**config.mk**
```make
export PLATFORM = sky130hd
export DESIGN_NAME = rssi_proximity_tracker_top
export DESIGN_NICKNAME = d
export VERILOG_FILES = /design/src/sv/rpt_pkg.sv /design/src/sv/rpt_cfg_regs.sv /design/src/sv/rpt_eval.sv /design/src/sv/rssi_proximity_tracker_top.sv
export VERILOG_INCLUDE_DIRS = /design/src /design/src/sv
export SDC_FILE = /design/constraint.sdc
export NUM_CORES = 1
export LEC_CHECK = 0
export BUFFER_PORTS_ARGS = -buffer_cell sky130_fd_sc_hd__buf_4
export CAP_MARGIN = 20
export CORE_MARGIN = 5
export CORE_UTILIZATION = 63
export DETAILED_ROUTE_END_ITERATION = 16
export PLACE_DENSITY = 0.84
export SYNTH_ARGS = -nofsm -noshare
export SYNTH_HDL_FRONTEND = slang
export SYNTH_SLANG_ARGS = --single-unit
```
**constraint.sdc**
```tcl
create_clock -name i_clk -period 14 [get_ports i_clk]
set_clock_uncertainty 0.05 [all_clocks]
set_input_delay 0.7 -clock i_clk [delete_from_list [all_inputs] [get_ports i_clk]]
set_output_delay 0.7 -clock i_clk [all_outputs]
set_load 0.02 [all_outputs]
```
**src/sv/rssi_proximity_tracker_top_assert.svh**
```systemverilog
// ----------------------------------------------------------------------------
// rssi_proximity_tracker_top_assert.svh
// Assertion macros used by the proximity tracker top level.
// ----------------------------------------------------------------------------
`ifndef RSSI_PROXIMITY_TRACKER_TOP_ASSERT_SVH
`define RSSI_PROXIMITY_TRACKER_TOP_ASSERT_SVH

// Same-cycle implication, checked on every rising clock edge out of reset.
`define RPT_ASSERT_IMP(label, ante, cons, msg) \
    label: assert property (@(posedge i_clk) disable iff (!i_rst_n) \
        (ante) |-> (cons)) else $error(msg);

// Next-cycle implication, checked on every rising clock edge out of reset.
`define RPT_ASSERT_NXT(label, ante, cons, msg) \
    label: assert property (@(posedge i_clk) disable iff (!i_rst_n) \
        (ante) |=> (cons)) else $error(msg);

`endif

```
**src/sv/rpt_pkg.sv**
```systemverilog
// ----------------------------------------------------------------------------
// rpt_pkg
// Types, constants and the distance table of the RSSI proximity tracker.
// ----------------------------------------------------------------------------
package rpt_pkg;

    // Field widths.
    localparam int RSSI_W = 8;
    localparam int PCT_W  = 7;
    localparam int CNT_W  = 16;
    localparam int THR_W  = 7;
    localparam int TRD_W  = RSSI_W + 1;

    // Configuration port.
    localparam int ADDR_W = 4;
    localparam int DATA_W = 32;
    localparam logic [1:0] REG_NEAR  = 2'd0;
    localparam logic [1:0] REG_MID   = 2'd1;
    localparam logic [1:0] REG_TREND = 2'd2;

    localparam logic [THR_W-1:0] NEAR_RST  = 7'd70;
    localparam logic [THR_W-1:0] MID_RST   = 7'd38;
    localparam logic [THR_W-1:0] TREND_RST = 7'd4;

    // Proximity classes.
    localparam logic [1:0] PROX_SEARCH = 2'd0;
    localparam logic [1:0] PROX_FAR    = 2'd1;
    localparam logic [1:0] PROX_MEDIUM = 2'd2;
    localparam logic [1:0] PROX_NEAR   = 2'd3;

    // Trend classes.
    localparam logic [1:0] TRD_SEARCH = 2'd0;
    localparam logic [1:0] TRD_APPR   = 2'd1;
    localparam logic [1:0] TRD_LEAVE  = 2'd2;
    localparam logic [1:0] TRD_STABLE = 2'd3;

    typedef logic signed [RSSI_W-1:0] t_rssi;
    typedef logic signed [TRD_W-1:0]  t_trend;

    // Signal levels in dBm.
    localparam t_rssi RSSI_FLOOR = -8'sd127;
    localparam t_rssi RSSI_WEAK  = -8'sd120;
    localparam t_rssi LVL_LOW    = -8'sd100;
    localparam t_rssi LVL_HIGH   = -8'sd35;
    localparam t_rssi MISS_TREND = -8'sd8;
    localparam t_rssi RSSI_ZERO  = 8'sd0;

    localparam t_trend LVL_OFFSET = 9'sd100;
    localparam t_trend TRD_MAX    = 9'sd127;
    localparam t_trend TRD_MIN    = -9'sd127;

    // Level scaling: (x * 100) / 65 computed as (x * 403300) >> 18, exact for x < 65.
    localparam int RECIP_W   = 19;
    localparam int LVL_SHIFT = 18;
    localparam logic [RECIP_W-1:0] LVL_RECIP = 19'd403300;
    localparam logic [PCT_W-1:0]   PCT_MAX   = 7'd100;
    localparam logic [PCT_W-1:0]   DIST_ONE  = 7'd1;

    // Rounded 10^((-59 - rssi) / 23), 1..99 up to 120 then 0, indexed by -rssi.
    localparam logic [PCT_W-1:0] DIST_TABLE [128] = '{
        7'd1,  7'd1,  7'd1,  7'd1,  7'd1,  7'd1,  7'd1,  7'd1,
        7'd1,  7'd1,  7'd1,  7'd1,  7'd1,  7'd1,  7'd1,  7'd1,
        7'd1,  7'd1,  7'd1,  7'd1,  7'd1,  7'd1,  7'd1,  7'd1,
        7'd1,  7'd1,  7'd1,  7'd1,  7'd1,  7'd1,  7'd1,  7'd1,
        7'd1,  7'd1,  7'd1,  7'd1,  7'd1,  7'd1,  7'd1,  7'd1,
        7'd1,  7'd1,  7'd1,  7'd1,  7'd1,  7'd1,  7'd1,  7'd1,
        7'd1,  7'd1,  7'd1,  7'd1,  7'd1,  7'd1,  7'd1,  7'd1,
        7'd1,  7'd1,  7'd1,  7'd1,  7'd1,  7'd1,  7'd1,  7'd1,
        7'd2,  7'd2,  7'd2,  7'd2,  7'd2,  7'd3,  7'd3,  7'd3,
        7'd4,  7'd4,  7'd4,  7'd5,  7'd5,  7'd6,  7'd7,  7'd7,
        7'd8,  7'd9,  7'd10, 7'd11, 7'd12, 7'd14, 7'd15, 7'd16,
        7'd18, 7'd20, 7'd22, 7'd25, 7'd27, 7'd30, 7'd33, 7'd37,
        7'd41, 7'd45, 7'd50, 7'd55, 7'd61, 7'd67, 7'd74, 7'd82,
        7'd90, 7'd99, 7'd99, 7'd99, 7'd99, 7'd99, 7'd99, 7'd99,
        7'd99, 7'd99, 7'd99, 7'd99, 7'd99, 7'd99, 7'd99, 7'd99,
        7'd99, 7'd0,  7'd0,  7'd0,  7'd0,  7'd0,  7'd0,  7'd0
    };

    typedef struct packed {
        logic  restart;
        logic  found;
        t_rssi rssi;
    } t_item;

    typedef struct packed {
        t_rssi            held;
        t_rssi            peak;
        logic [CNT_W-1:0] cnt;
    } t_state;

    typedef struct packed {
        logic [THR_W-1:0] near_thr;
        logic [THR_W-1:0] mid_thr;
        logic [THR_W-1:0] trend_thr;
    } t_cfg;

    typedef struct packed {
        logic             seen;
        t_rssi            current_rssi;
        logic [PCT_W-1:0] level_pct;
        logic [1:0]       proximity;
        t_rssi            trend_db;
        logic [1:0]       trend_class;
        t_rssi            peak_rssi;
        logic [PCT_W-1:0] distance_m;
        logic [CNT_W-1:0] pass_count;
    } t_result;

endpackage

```
**src/sv/rpt_cfg_regs.sv**
```systemverilog
// ----------------------------------------------------------------------------
// rpt_cfg_regs
// APB-style register file holding the three classification thresholds.
// ----------------------------------------------------------------------------
module rpt_cfg_regs (
    input  logic                       i_clk,
    input  logic                       i_rst_n,
    input  logic                       psel,
    input  logic                       penable,
    input  logic                       pwrite,
    input  logic [rpt_pkg::ADDR_W-1:0] paddr,
    input  logic [rpt_pkg::DATA_W-1:0] pwdata,
    output logic [rpt_pkg::DATA_W-1:0] prdata,
    output logic                       pready,
    output rpt_pkg::t_cfg              o_cfg
);
    import rpt_pkg::*;

    t_cfg       r_cfg;
    logic       wr_en;
    logic [1:0] reg_idx;

    assign pready  = 1'b1;
    assign reg_idx = paddr[3:2];
    assign wr_en   = psel && penable && pwrite && pready;

    // Register writes; each register keeps the low seven bits of the data.
    always_ff @(posedge i_clk) begin
        if (!i_rst_n) begin
            r_cfg.near_thr  <= NEAR_RST;
            r_cfg.mid_thr   <= MID_RST;
            r_cfg.trend_thr <= TREND_RST;
        end else if (wr_en) begin
            case (reg_idx)
                REG_NEAR:  r_cfg.near_thr  <= pwdata[THR_W-1:0];
                REG_MID:   r_cfg.mid_thr   <= pwdata[THR_W-1:0];
                REG_TREND: r_cfg.trend_thr <= pwdata[THR_W-1:0];
                default: begin
                end
            endcase
        end
    end

    // Read data mux; unmapped addresses read as zero.
    always_comb begin
        prdata = '0;
        case (reg_idx)
            REG_NEAR:  prdata = {{(DATA_W-THR_W){1'b0}}, r_cfg.near_thr};
            REG_MID:   prdata = {{(DATA_W-THR_W){1'b0}}, r_cfg.mid_thr};
            REG_TREND: prdata = {{(DATA_W-THR_W){1'b0}}, r_cfg.trend_thr};
            default:   prdata = '0;
        endcase
    end

    assign o_cfg = r_cfg;

endmodule

```
**src/sv/rpt_eval.sv**
```systemverilog
// ----------------------------------------------------------------------------
// rpt_eval
// Combinational evaluation of one scan pass: next tracking state and result.
// ----------------------------------------------------------------------------
module rpt_eval (
    input  rpt_pkg::t_item   i_item,
    input  rpt_pkg::t_state  i_state,
    input  rpt_pkg::t_cfg    i_cfg,
    output rpt_pkg::t_state  o_state,
    output rpt_pkg::t_result o_result
);
    import rpt_pkg::*;

    localparam int PROD_W = PCT_W + RECIP_W;

    t_state              base;
    t_rssi               rssi;
    t_rssi               prev;
    t_trend              diff;
    t_trend              trend;
    t_trend              thr;
    t_trend              lvl_off;
    logic [PROD_W-1:0]   lvl_prod;
    logic [PCT_W-1:0]    pct;
    logic [RSSI_W-1:0]   neg_rssi;
    logic [PCT_W-1:0]    dist_est;

    assign rssi = i_item.rssi;

    // Restart puts the state back to its reset values before the pass applies.
    always_comb begin
        if (i_item.restart) begin
            base.held = RSSI_FLOOR;
            base.peak = RSSI_FLOOR;
            base.cnt  = '0;
        end else begin
            base = i_state;
        end
    end

    assign prev = base.held;

    // Level percentage: offset into 1..64, then scaled by a reciprocal multiply.
    assign lvl_off  = {rssi[RSSI_W-1], rssi} + LVL_OFFSET;
    assign lvl_prod = PROD_W'(lvl_off[PCT_W-1:0]) * PROD_W'(LVL_RECIP);

    always_comb begin
        if (rssi <= LVL_LOW) begin
            pct = '0;
        end else if (rssi >= LVL_HIGH) begin
            pct = PCT_MAX;
        end else begin
            pct = lvl_prod[LVL_SHIFT +: PCT_W];
        end
    end

    // Distance estimate from the table, indexed by the magnitude of the RSSI.
    assign neg_rssi = RSSI_W'(-rssi);

    always_comb begin
        if (rssi < RSSI_WEAK) begin
            dist_est = '0;
        end else if (rssi >= RSSI_ZERO) begin
            dist_est = DIST_ONE;
        end else begin
            dist_est = DIST_TABLE[neg_rssi[PCT_W-1:0]];
        end
    end

    // Trend since the previous pass, zero after a miss, saturated to +/-127.
    assign diff = {rssi[RSSI_W-1], rssi} - {prev[RSSI_W-1], prev};
    assign thr  = {{(TRD_W-THR_W){1'b0}}, i_cfg.trend_thr};

    always_comb begin
        if (prev < RSSI_WEAK) begin
            trend = '0;
        end else if (diff > TRD_MAX) begin
            trend = TRD_MAX;
        end else if (diff < TRD_MIN) begin
            trend = TRD_MIN;
        end else begin
            trend = diff;
        end
    end

    // Next state and result fields.
    always_comb begin
        o_state.cnt  = base.cnt + 1'b1;
        o_state.held = RSSI_FLOOR;
        o_state.peak = base.peak;

        o_result.seen        = i_item.found;
        o_result.level_pct   = '0;
        o_result.proximity   = PROX_SEARCH;
        o_result.trend_db    = MISS_TREND;
        o_result.trend_class = TRD_SEARCH;
        o_result.distance_m  = '0;

        if (i_item.found) begin
            o_state.held = rssi;
            if ((base.peak < RSSI_WEAK) || (rssi > base.peak)) begin
                o_state.peak = rssi;
            end

            o_result.level_pct  = pct;
            o_result.distance_m = dist_est;
            o_result.trend_db   = trend[RSSI_W-1:0];

            if (pct >= i_cfg.near_thr) begin
                o_result.proximity = PROX_NEAR;
            end else if (pct >= i_cfg.mid_thr) begin
                o_result.proximity = PROX_MEDIUM;
            end else begin
                o_result.proximity = PROX_FAR;
            end

            if (trend >= thr) begin
                o_result.trend_class = TRD_APPR;
            end else if (trend <= -thr) begin
                o_result.trend_class = TRD_LEAVE;
            end else begin
                o_result.trend_class = TRD_STABLE;
            end
        end

        o_result.current_rssi = o_state.held;
        o_result.peak_rssi    = o_state.peak;
        o_result.pass_count   = o_state.cnt;
    end

endmodule

```
**src/sv/rssi_proximity_tracker_top.sv**
```systemverilog
// ----------------------------------------------------------------------------
// rssi_proximity_tracker_top
// Tracks one target's RSSI over scan passes and reports level, proximity,
// trend, peak, distance estimate and pass count for every pass.
// ----------------------------------------------------------------------------
//   Channel  Direction  Handshake                 Payload
//   input    in         i_in_valid / o_in_ready   i_restart, i_found, i_rssi
//   output   out        o_out_valid / i_out_ready o_seen .. o_pass_count
//   config   in         psel/penable/pwrite/pready paddr, pwdata, prdata
//
// An accepted pass lands in the input register, is evaluated combinationally and
// is written to the result register together with the state update; a new pass
// is taken every cycle while the output is not stalled.
// A stalled output holds the result register; the input register still fills,
// and o_in_ready falls only when both registers hold items.
// Reset is synchronous and active low; it restores the thresholds and state.
// ----------------------------------------------------------------------------
`include "rssi_proximity_tracker_top_assert.svh"

module rssi_proximity_tracker_top (
    input  logic                       i_clk,
    input  logic                       i_rst_n,
    // Scan pass input
    input  logic                       i_in_valid,
    output logic                       o_in_ready,
    input  logic                       i_restart,
    input  logic                       i_found,
    input  logic signed [7:0]          i_rssi,
    // Result output
    output logic                       o_out_valid,
    input  logic                       i_out_ready,
    output logic                       o_seen,
    output logic signed [7:0]          o_current_rssi,
    output logic [6:0]                 o_level_pct,
    output logic [1:0]                 o_proximity,
    output logic signed [7:0]          o_trend_db,
    output logic [1:0]                 o_trend_class,
    output logic signed [7:0]          o_peak_rssi,
    output logic [6:0]                 o_distance_m,
    output logic [15:0]                o_pass_count,
    // Configuration port
    input  logic                       psel,
    input  logic                       penable,
    input  logic                       pwrite,
    input  logic [rpt_pkg::ADDR_W-1:0] paddr,
    input  logic [rpt_pkg::DATA_W-1:0] pwdata,
    output logic [rpt_pkg::DATA_W-1:0] prdata,
    output logic                       pready
);
    import rpt_pkg::*;

    t_cfg    cfg;
    t_item   r_item;
    logic    r_item_valid;
    t_state  r_state;
    t_state  n_state;
    t_result r_res;
    t_result n_res;
    logic    r_out_valid;
    logic    load_out;
    logic    out_free;
    logic    in_take;

    // Configuration registers.
    rpt_cfg_regs u_cfg (
        .i_clk   (i_clk),
        .i_rst_n (i_rst_n),
        .psel    (psel),
        .penable (penable),
        .pwrite  (pwrite),
        .paddr   (paddr),
        .pwdata  (pwdata),
        .prdata  (prdata),
        .pready  (pready),
        .o_cfg   (cfg)
    );

    // Flow control between input register and result register.
    assign out_free   = !r_out_valid || i_out_ready;
    assign load_out   = r_item_valid && out_free;
    assign o_in_ready = !r_item_valid || out_free;
    assign in_take    = i_in_valid && o_in_ready;

    // Input register.
    always_ff @(posedge i_clk) begin
        if (!i_rst_n) begin
            r_item_valid <= 1'b0;
        end else if (o_in_ready) begin
            r_item_valid <= i_in_valid;
        end
    end

    always_ff @(posedge i_clk) begin
        if (in_take) begin
            r_item.restart <= i_restart;
            r_item.found   <= i_found;
            r_item.rssi    <= i_rssi;
        end
    end

    // Pass evaluation.
    rpt_eval u_eval (
        .i_item   (r_item),
        .i_state  (r_state),
        .i_cfg    (cfg),
        .o_state  (n_state),
        .o_result (n_res)
    );

    // Tracking state, updated as each pass moves into the result register.
    always_ff @(posedge i_clk) begin
        if (!i_rst_n) begin
            r_state.held <= RSSI_FLOOR;
            r_state.peak <= RSSI_FLOOR;
            r_state.cnt  <= '0;
        end else if (load_out) begin
            r_state <= n_state;
        end
    end

    // Result register.
    always_ff @(posedge i_clk) begin
        if (!i_rst_n) begin
            r_out_valid <= 1'b0;
        end else if (out_free) begin
            r_out_valid <= r_item_valid;
        end
    end

    always_ff @(posedge i_clk) begin
        if (load_out) begin
            r_res <= n_res;
        end
    end

    assign o_out_valid    = r_out_valid;
    assign o_seen         = r_res.seen;
    assign o_current_rssi = r_res.current_rssi;
    assign o_level_pct    = r_res.level_pct;
    assign o_proximity    = r_res.proximity;
    assign o_trend_db     = r_res.trend_db;
    assign o_trend_class  = r_res.trend_class;
    assign o_peak_rssi    = r_res.peak_rssi;
    assign o_distance_m   = r_res.distance_m;
    assign o_pass_count   = r_res.pass_count;

    // Assertions.
    `RPT_ASSERT_NXT(a_count_matches_state, load_out, o_pass_count == r_state.cnt, "pass count differs from state")
    `RPT_ASSERT_IMP(a_miss_fields_zero, o_out_valid && !o_seen, (o_level_pct == '0) && (o_distance_m == '0) && (o_proximity == PROX_SEARCH), "miss result has nonzero fields")
    `RPT_ASSERT_IMP(a_peak_not_below, o_out_valid && o_seen, o_peak_rssi >= o_current_rssi, "peak below current RSSI")
    `RPT_ASSERT_IMP(a_ready_low_only_full, !o_in_ready, r_item_valid && r_out_valid && !i_out_ready, "input stalled without a full pipeline")

endmodule

```
==> results of run 1 <==
logic make-up (layout without fill, tap and decap cells):
| logic type | Yosys count | in the layout |
|---|---|---|
| simple gates | 363 | 363 |
| compound gates | 207 | 207 |
| buf+inv | 182 | 238 |
| fa+ha+maj | 150 | 150 |
| flops | 124 | 124 |
| xor+xnor | 71 | 71 |
| mux | 32 | 32 |
| other cells | 2 | 26 |
how the worst min path moves through the flow:
stage / slack, ns / end / cells after the start / startpoint
after floorplan: 0.38 / r_state[24]$_SDFFE_PN1P_ / 2 / r_state[24]$_SDFFE_PN1P_
after global placement: 0.39 / r_state[28]$_SDFFE_PN0P_ / 2 / r_state[28]$_SDFFE_PN0P_
after detailed placement: 0.40 / r_state[30]$_SDFFE_PN0P_ / 2 / r_state[30]$_SDFFE_PN0P_
after CTS: 0.39 / r_item[0]$_DFFE_PP_ / 1 / i_rssi[0]
after global routing: 0.39 / r_item[2]$_DFFE_PP_ / 1 / i_rssi[2]
final: 0.40 / r_item[0]$_DFFE_PP_ / 1 / i_rssi[0]
final cells by class:
cell class	count	area (um^2)
Inverter	106	399
Clock inverter	14	160
Tap cell	216	270
Multi-Input combinational cell	849	6180
Clock buffer	18	439
Sequential cell	124	3170
Fill cell	1183	4400
Timing Repair Buffer	100	751
placed cells by master, fill, tap and decap left out, drive strengths merged, types with 4 or more instances in the layout:
cell    synthesis  layout
a31oi           5       5
nand2b         27      27
inv           105     108
o21ai          51      51
a22oi           4       4
ha            126     126
a21o           14      14
or4             5       5
nor2           97      97
nor2b          25      25
dfxtp          55      55
nand2         110     110
fa             24      24
or2             6       6
xnor2          44      44
edfxtp         69      69
nor3b           4       4
o211ai         15      15
nor3           17      17
a21oi          57      57
conb            2      26
a211oi          6       6
o21a            9       9
mux2            5       5
mux2i          27      27
clkinv          1       7
and2            8       8
o211a           4       4
a21boi         15      15
nand3          38      38
buf            38     100
clkbuf         38      18
nor4            4       4
nand4          12      12
xor2           27      27
power groups by stage:
stage / clock [mW] / combinational (mW) / sequential (mW)
after floorplan: 0 / 0.609 / 0.439
after global placement: 0 / 0.755 / 0.428
after detailed placement: 0 / 0.787 / 0.429
after CTS: 0.443 / 0.801 / 0.422
after global routing: 0.465 / 0.917 / 0.424
final: 0.442 / 0.800 / 0.422
through the flow:
step           power, mW  instance area [um^2]  std cells  hold slack (ns)  setup WS, ns
3_3_place_gp        1.18                 10800       1395            0.394          6.45
2_1_floorplan       1.05                 10100       1155            0.383          7.10
6_report            1.66                 11400       1427            0.402          6.12
4_1_cts             1.67                 11400       1427            0.393          6.17
5_1_grt             1.81                 11400       1427            0.389          5.67
3_5_place_dp        1.22                 10800       1395            0.400          6.31
cells in the mapped netlist (26+ instances only):
library cell / instances
ha_1: 126
nand2_1: 110
inv_1: 103
nor2_1: 97
edfxtp_1: 69
a21oi_1: 57
dfxtp_1: 55
xnor2_1: 43
clkbuf_1: 38
nand3_1: 38
o21ai_0: 33
mux2i_1: 27
nand2b_1: 27
buf_4: 26
sequential cells by signal (all words and copies together), names as in the netlist, 8 cells and up:
register	count
o_peak_rssi	8
u_cfg.o_cfg	21
o_current_rssi	8
r_item	10
o_pass_count	16
o_trend_db	8
r_state	32
per-layer routing:
layer / track usage / vias to the layer above / share of wire
met5: 0 / - / 0
met4: 0.0649 / 0 / 0.015
met3: 0.0440 / 36 / 0.065
met2: 0.416 / 272 / 0.48
met1: 0.349 / 3857 / 0.44
li1: - / 3980 / -
==> impl_results.rst, run 1 <==
.. list-table::
   :header-rows: 1

   * - Metric
     - Value
   * - Final critical-path required period
     - about 7.9 ns
   * - Fin nets
     - 1401
   * - Clock sink count
     - 124
   * - Number of gates resized after cts
     - 0
   * - Post-CTS setup buffer count
     - 0
   * - Area share of fa/ha/maj cells after synthesis
     - 0.205
   * - DR pass1 iterations
     - 6
   * - Max-slew headroom
     - 0.370
   * - Instance count of the mapped netlist
     - between 1000 and 1500
   * - GP Congestion
     - between 0.9 and 1
   * - Total GRT Usage
     - 0.254
   * - Total setup violations reported at the end of the flow
     - 0
   * - Worst setup path class
     - reg -> reg
   * - Ratio of cells with drive above 1 in the final layout
     - 0.120
   * - Critical Path Start
     - r_item[3]$_DFFE_PP_
   * - Main combinational cell family by area after synthesis
     - adder cells
   * - Endpoint of the worst-slack reg-to-reg timing path
     - o_proximity[1]$_SDFFCE_PN0P_
   * - Placeable Area
     - approximately 16000 um^2
   * - Per-cell routed wire length
     - 16.2 um
   * - Antenna Nets Post-Route
     - 0
   * - Sort of element at the end of the critical path
     - flop
   * - Worst Path Required
     - roughly 14 ns
   * - Biggest cell delay along the critical path
     - about 0.67 ns
   * - Antenna cell count
     - 0
   * - Slowest cell on crit path
     - edfxtp_1
   * - Portion of total power attributed to the clock network
     - 0.266
   * - Peak VDD IR
     - between 100 and 150 uV
   * - Number of different library cells in the post-synthesis netlist
     - 70
   * - Proportion of power drawn by flip-flops and latches
     - 0.254
   * - Area added between synthesis and finish
     - 13.2%
   * - Worst Setup Start Kind
     - flop
   * - Arrival @ worst endpoint
     - 7.98 ns
   * - Number of synthesized register bits
     - ~120
   * - Proportion of synthesized flip-flops having asynchronous set or reset
     - 0
   * - Combinational power share
     - 0.481
   * - Clock tree from TritonCTS
     - done
   * - Cell mode on critical path
     - ha_1
   * - Final max-slew violation count
     - 0
   * - Multiplexer share of the synthesized area
     - 0.0325
   * - Chip height
     - between 100 and 150 um
   * - Internal power contribution
     - between 1 and 1.5 mW
   * - Starting utilization of the core area
     - 0.637
   * - Overall die width
     - about 140 um
   * - Family with the most delay on the worst path
     - adder cells
   * - Unrepaired setup endpoints after global routing
     - no
   * - Initial antenna violation count
     - 0
   * - HPWL after detailed placement
     - around 17 mm
   * - Maximum number of pins on one net before global-route repair
     - 62
   * - Number of global-route vias before repair
     - between 7000 and 8000
   * - Clock slew at the register clock pins of the worst setup and hold paths
     - around 0.060 ns
   * - Reported max-cap violation count
     - 0
   * - Total of hold buffers inserted after clock tree synthesis
     - 0
   * - Critical path buffer and inverter count
     - 6
   * - Switching part of the total
     - 0.390
   * - Measured slew at the worst slew-check pin
     - ~0.94 ns
   * - Final core utilization
     - 0.721
   * - Synthesized area
     - about 10000 um^2
   * - Cell type with the largest total area after synthesis
     - edfxtp_1
   * - Leakage power total
     - roughly 5.0 nW
   * - Area share of and/or/nand/nor cells after synthesis
     - 0.171
   * - 1st-iter DRT viols
     - between 700 and 800
   * - Buffers from clock root to sink, at most
     - 2
   * - Insertion delay of the later-clocked pin in the worst-skew pair
     - 0.42 ns
   * - Avg Cell Area, Syn
     - 8.88 um^2
   * - DRC violations left
     - 0
   * - Number of enable flip-flop cells after synthesis
     - a little under 70
   * - Total die area
     - approximately 19000 um^2
   * - Number of I/O pins
     - about 150
   * - Xor/xnor share of the synthesized area
     - 0.0653
   * - Sum of routed wire length over all layers
     - between 20 and 25 mm
   * - Reg-to-reg setup timing slack
     - about 6.1 ns
   * - CTS Buf Count
     - 17
   * - Synth area leaders
     - edfxtp_1 21%, ha_1 16%, dfxtp_1 11%
   * - Share of the clock period used by the worst path after layout
     - 0.563
   * - Vias
     - a little over 8000
   * - I/O Buffers
     - 93
   * - Sequential-to-total area share from yosys stat
     - 0.316
   * - Areal power density over the cells
     - between 100 and 150 nW/um^2
   * - Crit. path cell count
     - 29
   * - Hold Fails Final Rpt
     - 0
   * - Buffer cell driving the clock tree root
     - clkbuf_16
   * - Main synth FF type
     - edfxtp_1
   * - Number of cells on the worst reg-to-reg path
     - 29
   * - CTS HTree Levels
     - 4
   * - Via density per instance
     - 5.71
   * - Proportion of netlist area held by the largest area contributor
     - 0.206
   * - Warning count from the yosys run
     - 0
   * - FF-to-FF Start
     - r_item[3]$_DFFE_PP_
   * - Total Negative Setup Slacks
     - 0 ns
   * - Row cnt
     - 46
   * - Compound-cell area share of the yosys netlist
     - 0.131
   * - Status
     - finished, final reports clean
   * - Capture point of the critical path
     - o_proximity[1]$_SDFFCE_PN0P_
   * - Grt ovf
     - 0
   * - Net load switching power
     - between 600 and 700 uW
   * - Worst hold path class
     - in -> reg
   * - Max Fclk
     - about 130 MHz
   * - Global-route wire length before repair
     - about 38 mm
   * - Peak fanout along the critical path
     - 29
No activity file was read; power rests on OpenSTA's default activity.
==> run 2: changes to the inputs <==
--- a/config.mk
+++ b/config.mk
@@ -9,9 +9,9 @@
 export BUFFER_PORTS_ARGS = -buffer_cell sky130_fd_sc_hd__buf_4
 export CAP_MARGIN = 20
 export CORE_MARGIN = 5
-export CORE_UTILIZATION = 63
+export CORE_UTILIZATION = 59
 export DETAILED_ROUTE_END_ITERATION = 16
-export PLACE_DENSITY = 0.84
+export PLACE_DENSITY = 0.79
 export SYNTH_ARGS = -nofsm -noshare
 export SYNTH_HDL_FRONTEND = slang
 export SYNTH_SLANG_ARGS = --single-unit
==> constraint.sdc (replaced) <==
create_clock -name i_clk -period 7.7 [get_ports i_clk]
set_clock_uncertainty 0.05 [all_clocks]
set_input_delay 0.385 -clock i_clk [delete_from_list [all_inputs] [get_ports i_clk]]
set_output_delay 0.385 -clock i_clk [all_outputs]
set_load 0.02 [all_outputs]
==> run 2 against run 1 <==
Effect of this change: register-to-register slack got worse by 5.5 ns; via count decreased by 1.1%; sequential power increased by 80%; critical path depth decreased by 3; flip-flop and latch count unchanged; die area increased by 6.3%; utilization decreased by 3.2 points; maximum frequency increased by 11%; first-iteration DRC count decreased by 30%; final cell count increased by 1.3%; setup slack got worse by 5.5 ns.
==> impl_results.rst, run 2 (synthesis results as in run 1) <==
.. list-table::
   :header-rows: 1

   * - Metric
     - Value
   * - Status
     - finished, final reports clean (unchanged)
   * - Chip height
     - 140 um (was 136 um)
   * - Total of hold buffers inserted after clock tree synthesis
     - 0 (unchanged)
   * - Number of I/O pins
     - 147 (unchanged)
   * - Max-slew headroom
     - 0.348 (was 0.370)
   * - Clock tree from TritonCTS
     - done (unchanged)
   * - Grt ovf
     - 0 (unchanged)
   * - Share of the clock period used by the worst path after layout
     - 0.923 (was 0.563)
   * - Top library cells by usage in the layout, fill and taps aside
     - 126 x ha_1, 114 x buf_4, 110 x nand2_1, 102 x inv_1, 97 x nor2_1 (was 126 x ha_1, 110 x nand2_1, 102 x inv_1, 100 x buf_4, 97 x nor2_1)
   * - HPWL after detailed placement
     - 17.0 mm (was 16.6 mm)
   * - Starting utilization of the core area
     - 0.604 (was 0.637)
   * - Clock sink count
     - 124 (unchanged)
   * - Dpl ws
     - 0.667 ns (was 6.31 ns)
   * - Number of gates resized after cts
     - 0 (unchanged)
   * - Sink of the worst hold path
     - r_item[1]$_DFFE_PP_ (was r_item[0]$_DFFE_PP_)
   * - Vias
     - 8055 (was 8145)
   * - GP Congestion
     - 0.891 (was 0.923)
   * - Total die area
     - 19700 um^2 (was 18600 um^2)
   * - Most frequent standard cell in the layout excluding fill and tap cells
     - ha_1 (unchanged)
   * - Area added between synthesis and finish
     - 14.2% (was 13.2%)
   * - Overall die width
     - 140 um (was 136 um)
   * - 1st-iter DRT viols
     - 547 (was 785)
   * - Clock slew at the register clock pins of the worst setup and hold paths
     - 0.06 ns (about the same)
   * - Max reg flops
     - 32 (unchanged)
   * - FF-to-FF Start
     - r_item[2]$_DFFE_PP_ (was r_item[3]$_DFFE_PP_)
   * - Global-route wire length before repair
     - 37.2 mm (was 37.8 mm)
   * - Crit. path cell count
     - 26 (was 29)
   * - DRC violations left
     - 0 (unchanged)
   * - Final max-slew violation count
     - 0 (unchanged)
   * - Worst Path Required
     - 7.80 ns (was 14.10 ns)
   * - Measured slew at the worst slew-check pin
     - 0.971 ns (was 0.939 ns)
   * - Biggest cell delay along the critical path
     - 0.57 ns (was 0.67 ns)
   * - Total Negative Setup Slacks
     - 0 ns (unchanged)
   * - Launch point of the worst hold path
     - i_rssi[1] (was i_rssi[0])
   * - Peak VDD IR
     - 197 uV (was 123 uV)
   * - Arrival @ worst endpoint
     - 7.21 ns (was 7.98 ns)
   * - Sum of routed wire length over all layers
     - 22.9 mm (was 23.1 mm)
   * - Endpoint of the worst-slack reg-to-reg timing path
     - o_proximity[1]$_SDFFCE_PN0P_ (unchanged)
   * - CTS HTree Levels
     - 4 (unchanged)
   * - Antenna Nets Post-Route
     - 0 (unchanged)
   * - Buffer cell driving the clock tree root
     - clkbuf_16 (unchanged)
   * - Via density per instance
     - 5.57 (was 5.71)
   * - Family with the most delay on the worst path
     - adder cells (unchanged)
   * - Leakage power total
     - 5.07 nW (was 5.00 nW)
   * - Placeable Area
     - 16600 um^2 (was 15800 um^2)
   * - I/O Buffers
     - 93 (unchanged)
   * - Multi-input combinational cell area
     - 6180 um^2 (unchanged)
   * - Number of inserted filler cells in the final layout
     - 1317 (was 1183)
   * - Largest Register
     - r_state (unchanged)
   * - Total GRT Usage
     - 0.230 (was 0.254)
   * - Ratio of cells with drive above 1 in the final layout
     - 0.129 (was 0.120)
   * - Row cnt
     - 47 (was 46)
   * - Worst hold path class
     - in -> reg (unchanged)
   * - Cell mode on critical path
     - ha_1 (unchanged)
   * - Slowest cell on crit path
     - o32ai_1 (was edfxtp_1)
   * - Number of global-route vias before repair
     - 7745 (was 7763)
   * - Total setup violations reported at the end of the flow
     - 0 (unchanged)
   * - Post-CTS setup buffer count
     - 0 (unchanged)
   * - Sum of internal, switching and leakage power
     - 3.04 mW (was 1.66 mW)
   * - Number of cells on the worst reg-to-reg path
     - 26 (was 29)
   * - Per-cell routed wire length
     - 15.8 um (was 16.2 um)
   * - Max Fclk
     - 141 MHz (was 127 MHz)
   * - Maximum number of pins on one net before global-route repair
     - 59 (was 62)
   * - Buffers from clock root to sink, at most
     - 2 (unchanged)
   * - Sort of element at the end of the critical path
     - flop (unchanged)
   * - Fin nets
     - 1415 (was 1401)
   * - Reported max-cap violation count
     - 0 (unchanged)
   * - Reg-to-reg setup timing slack
     - 0.59 ns (was 6.12 ns)
   * - Unrepaired setup endpoints after global routing
     - no (unchanged)
   * - Final critical-path required period
     - 7.11 ns (was 7.88 ns)
   * - Insertion delay of the later-clocked pin in the worst-skew pair
     - 0.42 ns (about the same)
   * - CTS Buf Count
     - 17 (unchanged)
   * - Antenna cell count
     - 0 (unchanged)
   * - Initial antenna violation count
     - 0 (unchanged)
   * - Storage cell area
     - 3170 um^2 (unchanged)
   * - Critical path buffer and inverter count
     - 3 (was 6)
   * - Worst setup path class
     - reg -> reg (unchanged)
   * - Peak fanout along the critical path
     - 11 (was 29)
   * - Number of instances on the worst hold path
     - 1 (unchanged)
   * - Hold Fails Final Rpt
     - 0 (unchanged)
   * - Worst Setup Start Kind
     - flop (unchanged)
   * - DR pass1 iterations
     - 4 (was 6)
   * - Areal power density over the cells
     - 265 nW/um^2 (was 146 nW/um^2)
   * - Final worst-path setup slack
     - 0.590 ns (was 6.12 ns)
   * - Worst hold slack
     - 0.0871 ns (was 0.402 ns)
-- run 2: area by class of cell --
class,instances,area share
Clock inverter,14,0.0141
Tap cell,220,0.0240
Clock buffer,18,0.0374
Sequential cell,124,0.277
Timing Repair Buffer,114,0.0746
Inverter,106,0.0348
Multi-Input combinational cell,849,0.538
-- run 2: routing by layer --
layer | wire, um | up-vias | part of all wire | track usage
met1 | 10500 | 3807 | 0.46 | 0.311
met5 | 0 | - | 0 | 0
met4 | 427 | 0 | 0.019 | 0.0637
met2 | 10700 | 226 | 0.47 | 0.377
li1 | - | 3990 | - | -
met3 | 1250 | 32 | 0.054 | 0.0450
-- run 2: metrics by stage --
step | area [um^2] | instances | utilization
2_1_floorplan | 10100 | 1155 | -
5_1_grt | 11500 | 1445 | 0.689
3_5_place_dp | 10900 | 1413 | 0.654
4_1_cts | 11500 | 1445 | 0.689
6_report | 11500 | 1445 | 0.689
3_3_place_gp | 10900 | 1413 | 0.654
-- run 2: how the worst max path moves through the flow --
stage                                    to                 from
3_3_place_gp   o_proximity[1]$_SDFFCE_PN0P_  r_item[2]$_DFFE_PP_
2_1_floorplan  o_proximity[1]$_SDFFCE_PN0P_  r_item[3]$_DFFE_PP_
4_1_cts        o_proximity[1]$_SDFFCE_PN0P_  r_item[2]$_DFFE_PP_
5_1_grt        o_proximity[1]$_SDFFCE_PN0P_  r_item[2]$_DFFE_PP_
6_report       o_proximity[1]$_SDFFCE_PN0P_  r_item[2]$_DFFE_PP_
3_5_place_dp   o_proximity[1]$_SDFFCE_PN0P_  r_item[2]$_DFFE_PP_
-- run 2: power breakdown --
part	internal [mW]	switching [mW]	leakage (nW)
Clock	0.484	0.318	0.284
Combinational	0.622	0.858	3.70
Sequential	0.742	0.0172	1.09
Total	1.85	1.19	5.07
